<file path="src/rtl/core/pbpg_pkg.sv">
// Package: constants and types for the pulse burst pattern generator.
`default_nettype none

package pbpg_pkg;

    localparam int unsigned TIME_WIDTH = 32;
    localparam int unsigned STEP_WIDTH = 9;
    localparam int unsigned LOOP_WIDTH = 8;
    localparam int unsigned CFG_WIDTH  = 16;
    localparam int unsigned CFG_IDX_W  = 2;

    localparam logic [LOOP_WIDTH-1:0] INFINITE_COUNT = 8'd255;

    typedef enum logic [1:0] {
        MODE_TICK  = 2'd0,
        MODE_START = 2'd1,
        MODE_SET   = 2'd2,
        MODE_NONE  = 2'd3
    } t_mode;

    typedef enum logic [CFG_IDX_W-1:0] {
        REG_ON_TIME    = 2'd0,
        REG_OFF_TIME   = 2'd1,
        REG_PAUSE_TIME = 2'd2,
        REG_TONES      = 2'd3
    } t_cfg_idx;

endpackage

`default_nettype wire

</file>
<file path="src/rtl/core/pulse_burst_pattern_generator_top.sv">
// Top level: pulse burst pattern generator with registered input and result stages.
//
// Usage:
//   Input channel (i_in_valid / o_in_stall) carries one item per transfer:
//   mode (tick, start, set, none), now_ms, loop_count and level.
//   Output channel (o_out_valid / i_out_stall) returns exactly one result
//   per input item: the pin level and the active flag after that item.
//   Configuration (on, off, pause time, tones per burst) is written through
//   i_cfg_we / i_cfg_idx / i_cfg_wdata while no item is in flight.
//   Path: the input register, then the state update and result register;
//   o_out_valid rises once the result register is loaded.
//   Throughput: one item per cycle while the receiver does not stall; the
//   state update is a single 32-bit subtract-and-compare plus step counter logic.
//   Reset (i_rst_n low, synchronous) clears configuration, pattern state,
//   pin level and both stage valid flags.
//   When the receiver stalls, the result register holds; one more item can
//   sit in the input register, after which o_in_stall rises.
`default_nettype none

module pulse_burst_pattern_generator_top (
    input  wire logic                                i_clk,
    input  wire logic                                i_rst_n,
    input  wire logic                                i_cfg_we,
    input  wire logic [pbpg_pkg::CFG_IDX_W-1:0]      i_cfg_idx,
    input  wire logic [pbpg_pkg::CFG_WIDTH-1:0]      i_cfg_wdata,
    input  wire logic                                i_in_valid,
    output      logic                                o_in_stall,
    input  wire logic [1:0]                          i_mode,
    input  wire logic [pbpg_pkg::TIME_WIDTH-1:0]     i_now_ms,
    input  wire logic [pbpg_pkg::LOOP_WIDTH-1:0]     i_loop_count,
    input  wire logic                                i_level,
    output      logic                                o_out_valid,
    input  wire logic                                i_out_stall,
    output      logic                                o_pin_level,
    output      logic                                o_active
);

    localparam int unsigned TW = pbpg_pkg::TIME_WIDTH;
    localparam int unsigned SW = pbpg_pkg::STEP_WIDTH;
    localparam int unsigned LW = pbpg_pkg::LOOP_WIDTH;

    // configuration
    logic [15:0]   r_on_time;
    logic [15:0]   r_off_time;
    logic [15:0]   r_pause_time;
    logic [7:0]    r_tones;

    // input stage
    logic          r_in_valid;
    logic [1:0]    r_mode;
    logic [TW-1:0] r_now;
    logic [LW-1:0] r_count;
    logic          r_level;

    // pattern state
    logic [SW-1:0] r_step_index, n_step_index;
    logic [SW-1:0] r_step_total, n_step_total;
    logic [LW-1:0] r_loops_left, n_loops_left;
    logic [TW-1:0] r_last_time,  n_last_time;
    logic          r_pin,        n_pin;

    // result stage
    logic          r_out_valid;
    logic          r_out_pin;
    logic          r_out_active;

    logic          advance;
    logic          in_take;

    logic [TW-1:0] elapsed;
    logic [15:0]   delay;
    logic [SW:0]   idx_p1_wide;
    logic [SW:0]   total_wide;
    logic          idx_before_last;
    logic [SW-1:0] idx_inc;
    logic [LW-1:0] loops_dec;

    assign advance    = r_in_valid && (!r_out_valid || !i_out_stall);
    assign in_take    = !r_in_valid || advance;
    assign o_in_stall = !in_take;

    assign o_out_valid = r_out_valid;
    assign o_pin_level = r_out_pin;
    assign o_active    = r_out_active;

    always_ff @(posedge i_clk) begin
        if (!i_rst_n) begin
            r_on_time    <= '0;
            r_off_time   <= '0;
            r_pause_time <= '0;
            r_tones      <= '0;
        end else if (i_cfg_we) begin
            unique case (pbpg_pkg::t_cfg_idx'(i_cfg_idx))
                pbpg_pkg::REG_ON_TIME:    r_on_time    <= i_cfg_wdata;
                pbpg_pkg::REG_OFF_TIME:   r_off_time   <= i_cfg_wdata;
                pbpg_pkg::REG_PAUSE_TIME: r_pause_time <= i_cfg_wdata;
                pbpg_pkg::REG_TONES:      r_tones      <= i_cfg_wdata[7:0];
                default: ;
            endcase
        end
    end

    always_ff @(posedge i_clk) begin
        if (!i_rst_n) begin
            r_in_valid <= 1'b0;
        end else if (in_take) begin
            r_in_valid <= i_in_valid;
        end
    end

    always_ff @(posedge i_clk) begin
        if (in_take && i_in_valid) begin
            r_mode  <= i_mode;
            r_now   <= i_now_ms;
            r_count <= i_loop_count;
            r_level <= i_level;
        end
    end

    // step bookkeeping
    assign idx_p1_wide     = {1'b0, r_step_index} + 1'b1;
    assign total_wide      = {1'b0, r_step_total};
    assign idx_before_last = idx_p1_wide < total_wide;
    assign elapsed         = r_now - r_last_time;
    assign idx_inc         = r_step_index + 1'b1;
    assign loops_dec       = r_loops_left - 1'b1;

    always_comb begin
        if (r_step_index == '0) begin
            delay = r_on_time;
        end else if (idx_before_last) begin
            delay = r_step_index[0] ? r_off_time : r_on_time;
        end else begin
            delay = r_pause_time;
        end
    end

    always_comb begin
        logic [SW-1:0] idx;
        logic [LW-1:0] loops;
        n_step_index = r_step_index;
        n_step_total = r_step_total;
        n_loops_left = r_loops_left;
        n_last_time  = r_last_time;
        n_pin        = r_pin;
        idx          = idx_inc;
        loops        = r_loops_left;
        unique case (pbpg_pkg::t_mode'(r_mode))
            pbpg_pkg::MODE_TICK: begin
                if (r_loops_left != '0 && elapsed >= {{(TW-16){1'b0}}, delay}) begin
                    if (idx == r_step_total) begin
                        if (r_loops_left < pbpg_pkg::INFINITE_COUNT) begin
                            loops = loops_dec;
                        end
                        idx = '0;
                    end
                    if (loops != '0) begin
                        n_pin = ~r_pin;
                    end
                    if (loops == LW'(1) &&
                        ({1'b0, idx} + 1'b1) == total_wide) begin
                        loops = '0;
                        idx   = '0;
                    end
                    n_step_index = idx;
                    n_loops_left = loops;
                    n_last_time  = r_now;
                end
            end
            pbpg_pkg::MODE_START: begin
                n_step_total = (r_tones != '0) ? {r_tones, 1'b0} : SW'(1);
                n_loops_left = r_count;
                n_step_index = '0;
                n_pin        = 1'b1;
                n_last_time  = r_now;
            end
            pbpg_pkg::MODE_SET: begin
                n_step_total = '0;
                n_step_index = '0;
                n_loops_left = '0;
                n_pin        = r_level;
            end
            default: ;
        endcase
    end

    always_ff @(posedge i_clk) begin
        if (!i_rst_n) begin
            r_step_index <= '0;
            r_step_total <= '0;
            r_loops_left <= '0;
            r_last_time  <= '0;
            r_pin        <= 1'b0;
            r_out_valid  <= 1'b0;
            r_out_pin    <= 1'b0;
            r_out_active <= 1'b0;
        end else begin
            if (advance) begin
                r_step_index <= n_step_index;
                r_step_total <= n_step_total;
                r_loops_left <= n_loops_left;
                r_last_time  <= n_last_time;
                r_pin        <= n_pin;
                r_out_pin    <= n_pin;
                r_out_active <= (n_loops_left != '0);
                r_out_valid  <= 1'b1;
            end else if (!i_out_stall) begin
                r_out_valid  <= 1'b0;
            end
        end
    end

endmodule

`default_nettype wire
</file>
<file path="config.mk">
export PLATFORM = sky130hd
export DESIGN_NAME = pulse_burst_pattern_generator_top
export DESIGN_NICKNAME = d
export VERILOG_FILES = /design/src/rtl/core/pbpg_pkg.sv /design/src/rtl/core/pulse_burst_pattern_generator_top.sv
export SDC_FILE = /design/constraint.sdc
export NUM_CORES = 1
export LEC_CHECK = 0
export BUFFER_PORTS_ARGS = -buffer_cell sky130_fd_sc_hd__buf_2
export CORE_MARGIN = 2
export CORE_UTILIZATION = 60
export DETAILED_ROUTE_END_ITERATION = 7
export PLACE_DENSITY_LB_ADDON = 0.25
export SETUP_SLACK_MARGIN = 0.05
export SYNTH_ARGS = -nofsm -noshare
export SYNTH_HDL_FRONTEND = slang
export SYNTH_SLANG_ARGS = --single-unit
</file>
<file path="constraint.sdc">
create_clock -name i_clk -period 8.47 [get_ports i_clk]
set_input_delay 1.694 -clock i_clk [delete_from_list [all_inputs] [get_ports i_clk]]
set_output_delay 1.694 -clock i_clk [all_outputs]
set_load 0.05 [all_outputs]
</file>
==> results by group, run 1 <==
Critical path
  • Worst Path Max Fanout: 32
  • CP peak stage delay: 680 ps
  • Setup CP Type: flop to flop
  • CP Data Arrival Time: 7920 ps
  • Most common cell on crit path: o21a_1
  • Reg-to-reg slack, setup: between 800 and 900 ps
  • Crit. End Element: flop
  • Crit-path slowest cell: a2111oi_0
  • Req. time, crit path: 8770 ps
  • Startpoint types: flop

CTS
  • Clock Sinks: 161
  • Clock-pin slew on the worst setup and hold paths: 70 ps
  • Hold_buf cts: 0
  • TritonCTS buffer count: 17
  • Root buffer cell: clkbuf_16
  • Clock buffer depth: 2
  • TritonCTS clock tree: yes
  • Postcts setup bufs: 0
  • Worst skew pair latency: about 450 ps
  • Post-CTS sizing: 0
  • H-Tree Depth: 4

Power and ir drop
  • Pleak: about 4.1 nW
  • Max VDD drop: ~0.20 mV
  • Switching power: 0.000611 W
  • Pwr Total: 0.00201 W
  • Switching Fraction: 0.305
  • Clk pwr share: 0.402
  • Sequential share of power: 0.419
  • PD cells: 185 mW/mm²
  • Internal Power: between 0.001 and 0.0015 W
  • Logic pwr share: 0.178

Placed design
  • Placed Instances: ~1,400
  • DP HPWL: 16.6 mm
  • Final weighted congestion in routability-driven placement: between 0.9 and 1
  • Number of buffers inserted by port buffering: 69
  • Cell area after placement: slightly above 0.01 mm²

Timing
  • Worst Tran Pin Value: 1220 ps
  • Max-slew headroom: 0.182
  • Tmin final: approximately 7600 ps
  • Crit share post-route: 0.900
  • FMAX: approximately 0.13 GHz
  • Setup Viol. Count Final: 0
  • RSZ-0062 raised after global routing: false
  • Min Hold Slack: 456 ps
  • Setup TNS: 0 ps
  • Slew Limit Fails: 0
  • Clock skew: 12.2 ps
  • Final Hold Vio Count: 0

Die
  • Initial Util: 0.618
  • Std cell rows: 46
  • Die height: 132 µm
  • I/O pins: 70
  • Die span in x: between 100 and 150 µm
  • Core area: 0.0160 mm²
  • Die footprint: 0.0175 mm²

Yosys
  • Flops & latches, synth: approximately 160
  • Synth top area share: 0.239
  • Syn_nets: 1,288
  • Top-count cell post-synth: nand2_1
  • Post-Syn Instances: 1,155
  • Post-synth EDFFs: 43
  • Sequential element share of the synthesized area: 0.369
  • Synth cell types: 85
  • Synth area leader: dfxtp_1
  • Async SR Flop Fraction: 0
  • Commonest cells in the netlist: nand2_1 (168), dfxtp_1 (118), a21oi_1 (117)
  • Avg Inst Size Synth: around 8.6 µm²
  • Area contributors post-synth: dfxtp_1 (24%), edfxtp_1 (13%), ha_1 (8.4%), nand2_1 (6.4%), a21oi_1 (5.9%)
  • Ys flop type: dfxtp_1
  • Synth Warn #: 0
  • Mapped Area: slightly below 0.01 mm²

Route
  • Wire per inst: 16.8 µm
  • Via count: 8,576
  • Final WL: roughly 24 mm
  • Via/cell ratio: around 6.1
  • DRT Pass-1 Iters: 6
  • Initial DRC count: roughly 590
  • Remaining antenna violation count: 0
  • DRC errors left: 0

Global routing
  • First-pass GRT wire length: 39.4 mm
  • Vias in the first global route: 8,124
  • GRT overflow: 0
  • Antenna violations before repair: 0
  • Largest net degree at the start of global routing: 69
  • Total GRT Usage: 0.274

Cells and area
  • Post-Layout Cell Count: roughly 1,400
  • Antenna cells: 0
  • Synth-to-Final Area Change: 9.78%
  • Filler cells: ~1,400
  • Cell area after layout: 0.0109 mm²
  • Share of cells above drive strength 1: 0.115
  • Nets: 1,317

Run
  • Total of max-cap violations: 0

Status
  • Status: complete, no violations

Min path
  • Min-delay worst type: flop to flop
path summary, 6_finish.rpt:
kind                                      start               to  depth (start not counted)
worst max-delay path            r_step_index[0]  r_last_time[30]                         28
worst min-delay path              r_on_time[14]    r_on_time[14]                          2
worst min register to register    r_on_time[14]    r_on_time[14]                          2
worst max register to register  r_step_index[0]  r_last_time[30]                         28
flip-flops by register name (all words and copies together), names as in the netlist:
signal and count:
o_active 1, o_out_valid 1, o_pin_level 1, r_count 8
r_in_valid 1, r_last_time 32, r_level 1, r_loops_left 8
r_mode 2, r_now 32, r_off_time 16, r_on_time 16
r_pause_time 16, r_step_index 9, r_step_total 9, r_tones 8
placed cells by master (no fill, tap or decap), types with 17 or more instances in the layout:
cell type  netlist  routed
edfxtp_1        43      43
o21ai_0         30      30
mux2i_1         45      45
o22ai_1         22      22
xnor2_1         23      23
nor2_1          96      96
ha_1            66      66
nand4_1         19      19
o22a_1          19      19
buf_2           17      69
nand2_1        168     168
nand3_1         23      23
inv_1           58      58
a21oi_1        117     117
dfxtp_1        118     118
clkbuf_16        0      17
final cells by class:
cell class              count  area (µm²)  area share
clock buffers              18         439      0.0405
clock inverters            14         184      0.0169
inverters                  59         223      0.0205
multi-input cells         870        5700       0.525
flip-flops and latches    161        3650       0.337
well taps                 216         270      0.0249
repair buffers             75         390      0.0360
worst max-delay path, delay by kind of cell (launching register included):
kind / cells / cell delay, ps
AO/OA/AOI/OAI: 13 / 2660
AND/OR/NAND/NOR: 8 / 1950
adder cells (fa/ha/maj): 3 / 1000
flip-flops: 1 / 580
buffers and inverters: 2 / 560
XOR/XNOR: 1 / 460
multiplexers: 1 / 220
stage by stage:
stage	util	setup WS, ps
CTS	0.679	1090
finish	0.679	847
global placement	0.640	1370
floorplan	-	2420
detailed placement	0.640	1120
global route	0.679	201
cells by family (layout without fill, tap and decap cells):
family / after synthesis / in the layout / share of synthesized area
AOI/OAI and AO/OA: 310 / 310 / 0.211
and+or+nand+nor: 407 / 407 / 0.196
muxes: 46 / 46 / 0.0467
DFF: 161 / 161 / 0.369
adders and majority gates: 67 / 67 / 0.0855
buffers and inverters: 124 / 166 / 0.0553
xor gates and xnor gates: 40 / 40 / 0.0362
routing by layer:
| metal | track usage | vias to the layer above | wire (µm) | part of all wire |
|---|---|---|---|---|
| li1 | - | 4243 | - | - |
| met1 | 0.357 | 4057 | 10800 | 0.46 |
| met2 | 0.452 | 227 | 11200 | 0.47 |
| met3 | 0.0546 | 49 | 1200 | 0.051 |
| met4 | 0.100 | 0 | 555 | 0.023 |
| met5 | 0 | - | 0 | 0 |
power groups by stage:
stage	clock network, W	logic [W]	registers, W
CTS	0.000817	0.000355	0.000842
detailed placement	0	0.000350	0.000859
global route	0.000848	0.000397	0.000846
finish	0.000808	0.000358	0.000842
floorplan	0	0.000269	0.000853
global placement	0	0.000344	0.000859
(Power assumes the default switching activity.)
==> inputs of run 2 (changes only) <==
- CORE_UTILIZATION: 60 -> 24
- TNS_END_PERCENT: default -> 100
==> run 2 against run 1 <==
Net effect:
- utilization shrank 40 points
- first-iteration DRC count fell by 11%
- sequential share of layout area decreased by 1.2 points
- combinational power rose by 1%
- hold slack gained 5.7 ps
==> results by group, run 2 (synthesis results as in run 1) <==
Die
  • Die footprint: 0.0428 mm² (was 0.0175 mm²)
  • Std cell rows: 74 (was 46)
  • Die height: 207 µm (was 132 µm)
  • Die span in x: 207 µm (was 132 µm)
  • Initial Util: 0.243 (was 0.618)
  • Core area: 0.0407 mm² (was 0.0160 mm²)
  • I/O pins: 70 (unchanged)

CTS
  • Worst skew pair latency: 450 ps (about the same)
  • Clock-pin slew on the worst setup and hold paths: 80 ps (was 70 ps)
  • Clock Sinks: 161 (unchanged)
  • H-Tree Depth: 4 (unchanged)
  • Root buffer cell: clkbuf_16 (unchanged)
  • Postcts setup bufs: 0 (unchanged)
  • Post-CTS sizing: 0 (unchanged)
  • TritonCTS buffer count: 17 (unchanged)
  • TritonCTS clock tree: yes (unchanged)
  • Hold_buf cts: 0 (unchanged)
  • Clock buffer depth: 2 (unchanged)

Timing
  • Setup Viol. Count Final: 0 (unchanged)
  • Setup TNS: 0 ps (unchanged)
  • Crit share post-route: 0.885 (was 0.900)
  • Min Hold Slack: 462 ps (was 456 ps)
  • Clock skew: 14.5 ps (was 12.2 ps)
  • Tmin final: 7500 ps (was 7620 ps)
  • FMAX: 0.133 GHz (was 0.131 GHz)
  • Final Hold Vio Count: 0 (unchanged)
  • RSZ-0062 raised after global routing: false (unchanged)
  • Slew Limit Fails: 0 (unchanged)
  • Worst Tran Pin Value: 908 ps (was 1220 ps)
  • Max-slew headroom: 0.395 (was 0.182)

Critical path
  • Most common cell on crit path: o21a_1 (unchanged)
  • CP Data Arrival Time: 7800 ps (was 7920 ps)
  • Req. time, crit path: 8770 ps (about the same)
  • CP peak stage delay: 620 ps (was 680 ps)
  • Worst Path Max Fanout: 32 (unchanged)
  • Startpoint types: flop (unchanged)
  • Reg-to-reg slack, setup: 970 ps (was 850 ps)
  • Setup CP Type: flop to flop (unchanged)
  • Crit-path slowest cell: dfxtp_1 (was a2111oi_0)
  • Crit. End Element: flop (unchanged)

Global routing
  • Antenna violations before repair: 1 (was 0)
  • GRT met2 Usage: 0.210 (was 0.452)
  • GRT Max-Usage Layer: met2 (unchanged)
  • Met3 Use GR: 0.0217 (was 0.0546)
  • Largest net degree at the start of global routing: 83 (was 69)
  • Met1 usage: 0.180 (was 0.357)
  • Total GRT Usage: 0.131 (was 0.274)
  • GRT overflow: 0 (unchanged)
  • First-pass GRT wire length: 43.9 mm (was 39.4 mm)
  • Vias in the first global route: 7,923 (was 8,124)

Cells and area
  • Filler cells: 4,435 (was 1,365)
  • Synth-to-Final Area Change: 13.8% (was 9.78%)
  • Commonest cells after routing, fill and taps aside: nand2_1 (168), dfxtp_1 (118), a21oi_1 (117) (unchanged)
  • Nets: 1,319 (was 1,317)
  • Fin util: 0.276 (was 0.679)
  • Cell area after layout: 0.0113 mm² (was 0.0109 mm²)
  • Most common cell after layout, fill and taps aside: nand2_1 (unchanged)
  • Biggest regs: r_last_time x32, r_now x32 (unchanged)
  • Share of cells above drive strength 1: 0.117 (was 0.115)

Route
  • DRC errors left: 0 (unchanged)
  • Initial DRC count: 522 (was 588)
  • Via count: 8,291 (was 8,576)
  • Wire per inst: 16.0 µm (was 16.8 µm)
  • DRT Pass-1 Iters: 7 (was 6)
  • Remaining antenna violation count: 0 (unchanged)
  • Via/cell ratio: 4.79 (was 6.07)
  • Final WL: 27.6 mm (was 23.7 mm)

Run
  • Total of max-cap violations: 0 (unchanged)

Placed design
  • Cell area after placement: 0.0106 mm² (was 0.0102 mm²)
  • Number of buffers inserted by port buffering: 69 (unchanged)
  • Final weighted congestion in routability-driven placement: 0.835 (was 0.932)
  • DP HPWL: 20.3 mm (was 16.6 mm)

Min path
  • Min-delay worst type: flop to flop (unchanged)

Status
  • Status: complete, no violations (unchanged)

Power and ir drop
  • Max VDD drop: 0.148 mV (was 0.203 mV)
  • PD cells: 178 mW/mm² (was 185 mW/mm²)
  • Pleak: 4.06 nW (about the same)
  • Pwr Total: 0.00201 W (about the same)
-- run 2: changes by cell type in the layout (fill, tap and decap cells not counted), moves of 2 or more --
cell,change
clkinv_8,-3
buf_4,+2
clkinv_4,+2
inv_8,-2
-- run 2: path summary, 6_finish.rpt --
kind / from / end / cells after the start
worst min-delay path: r_off_time[6] / r_off_time[6] / 2
worst max-delay path: r_step_index[0] / r_last_time[0] / 28
worst min register to register: r_off_time[6] / r_off_time[6] / 2
worst max register to register: r_step_index[0] / r_last_time[0] / 28
-- run 2: cell type report --
cell class                 instances  area [µm²]  area share
sequential                       161        3650       0.325
tap                              532         666      0.0591
antenna                            1        2.50    0.000222
timing repair buffer              77         405      0.0360
inverter                          59         223      0.0198
clock inverter                    12         138      0.0122
multi-input combinational        870        5700       0.507
clock buffer                      20         468      0.0416
-- run 2: where the power goes --
group	total (W)	switching [W]	internal, W	leakage (nW)
registers	0.000842	0.0000215	0.000821	1.38
logic	0.000363	0.000222	0.000141	2.39
clock network	0.000801	0.000359	0.000442	0.296
-- run 2: stage by stage --
stage | worst slack, ps | instances
floorplan | 2420 | 1155
global placement | 1190 | 1699
global route | 248 | 1731
detailed placement | 1040 | 1699
CTS | 1020 | 1731
finish | 974 | 1732
-- run 2: per-layer routing --
metal | routed length, µm | vias up
li1 | - | 4227
met1 | 13800 | 3908
met2 | 12600 | 135
met3 | 852 | 21
met4 | 375 | 0
met5 | 0 | -
-- run 2: worst max-delay path: cells and delay by family, from the launching register on --
| kind | cells | cell delay [ps] |
|---|---|---|
| AOI/OAI and AO/OA | 13 | 2460 |
| and+or+nand+nor | 8 | 1920 |
| adders and majority gates | 3 | 1050 |
| DFF | 1 | 620 |
| buffers and inverters | 2 | 560 |
| xor gates and xnor gates | 1 | 470 |
| muxes | 1 | 230 |
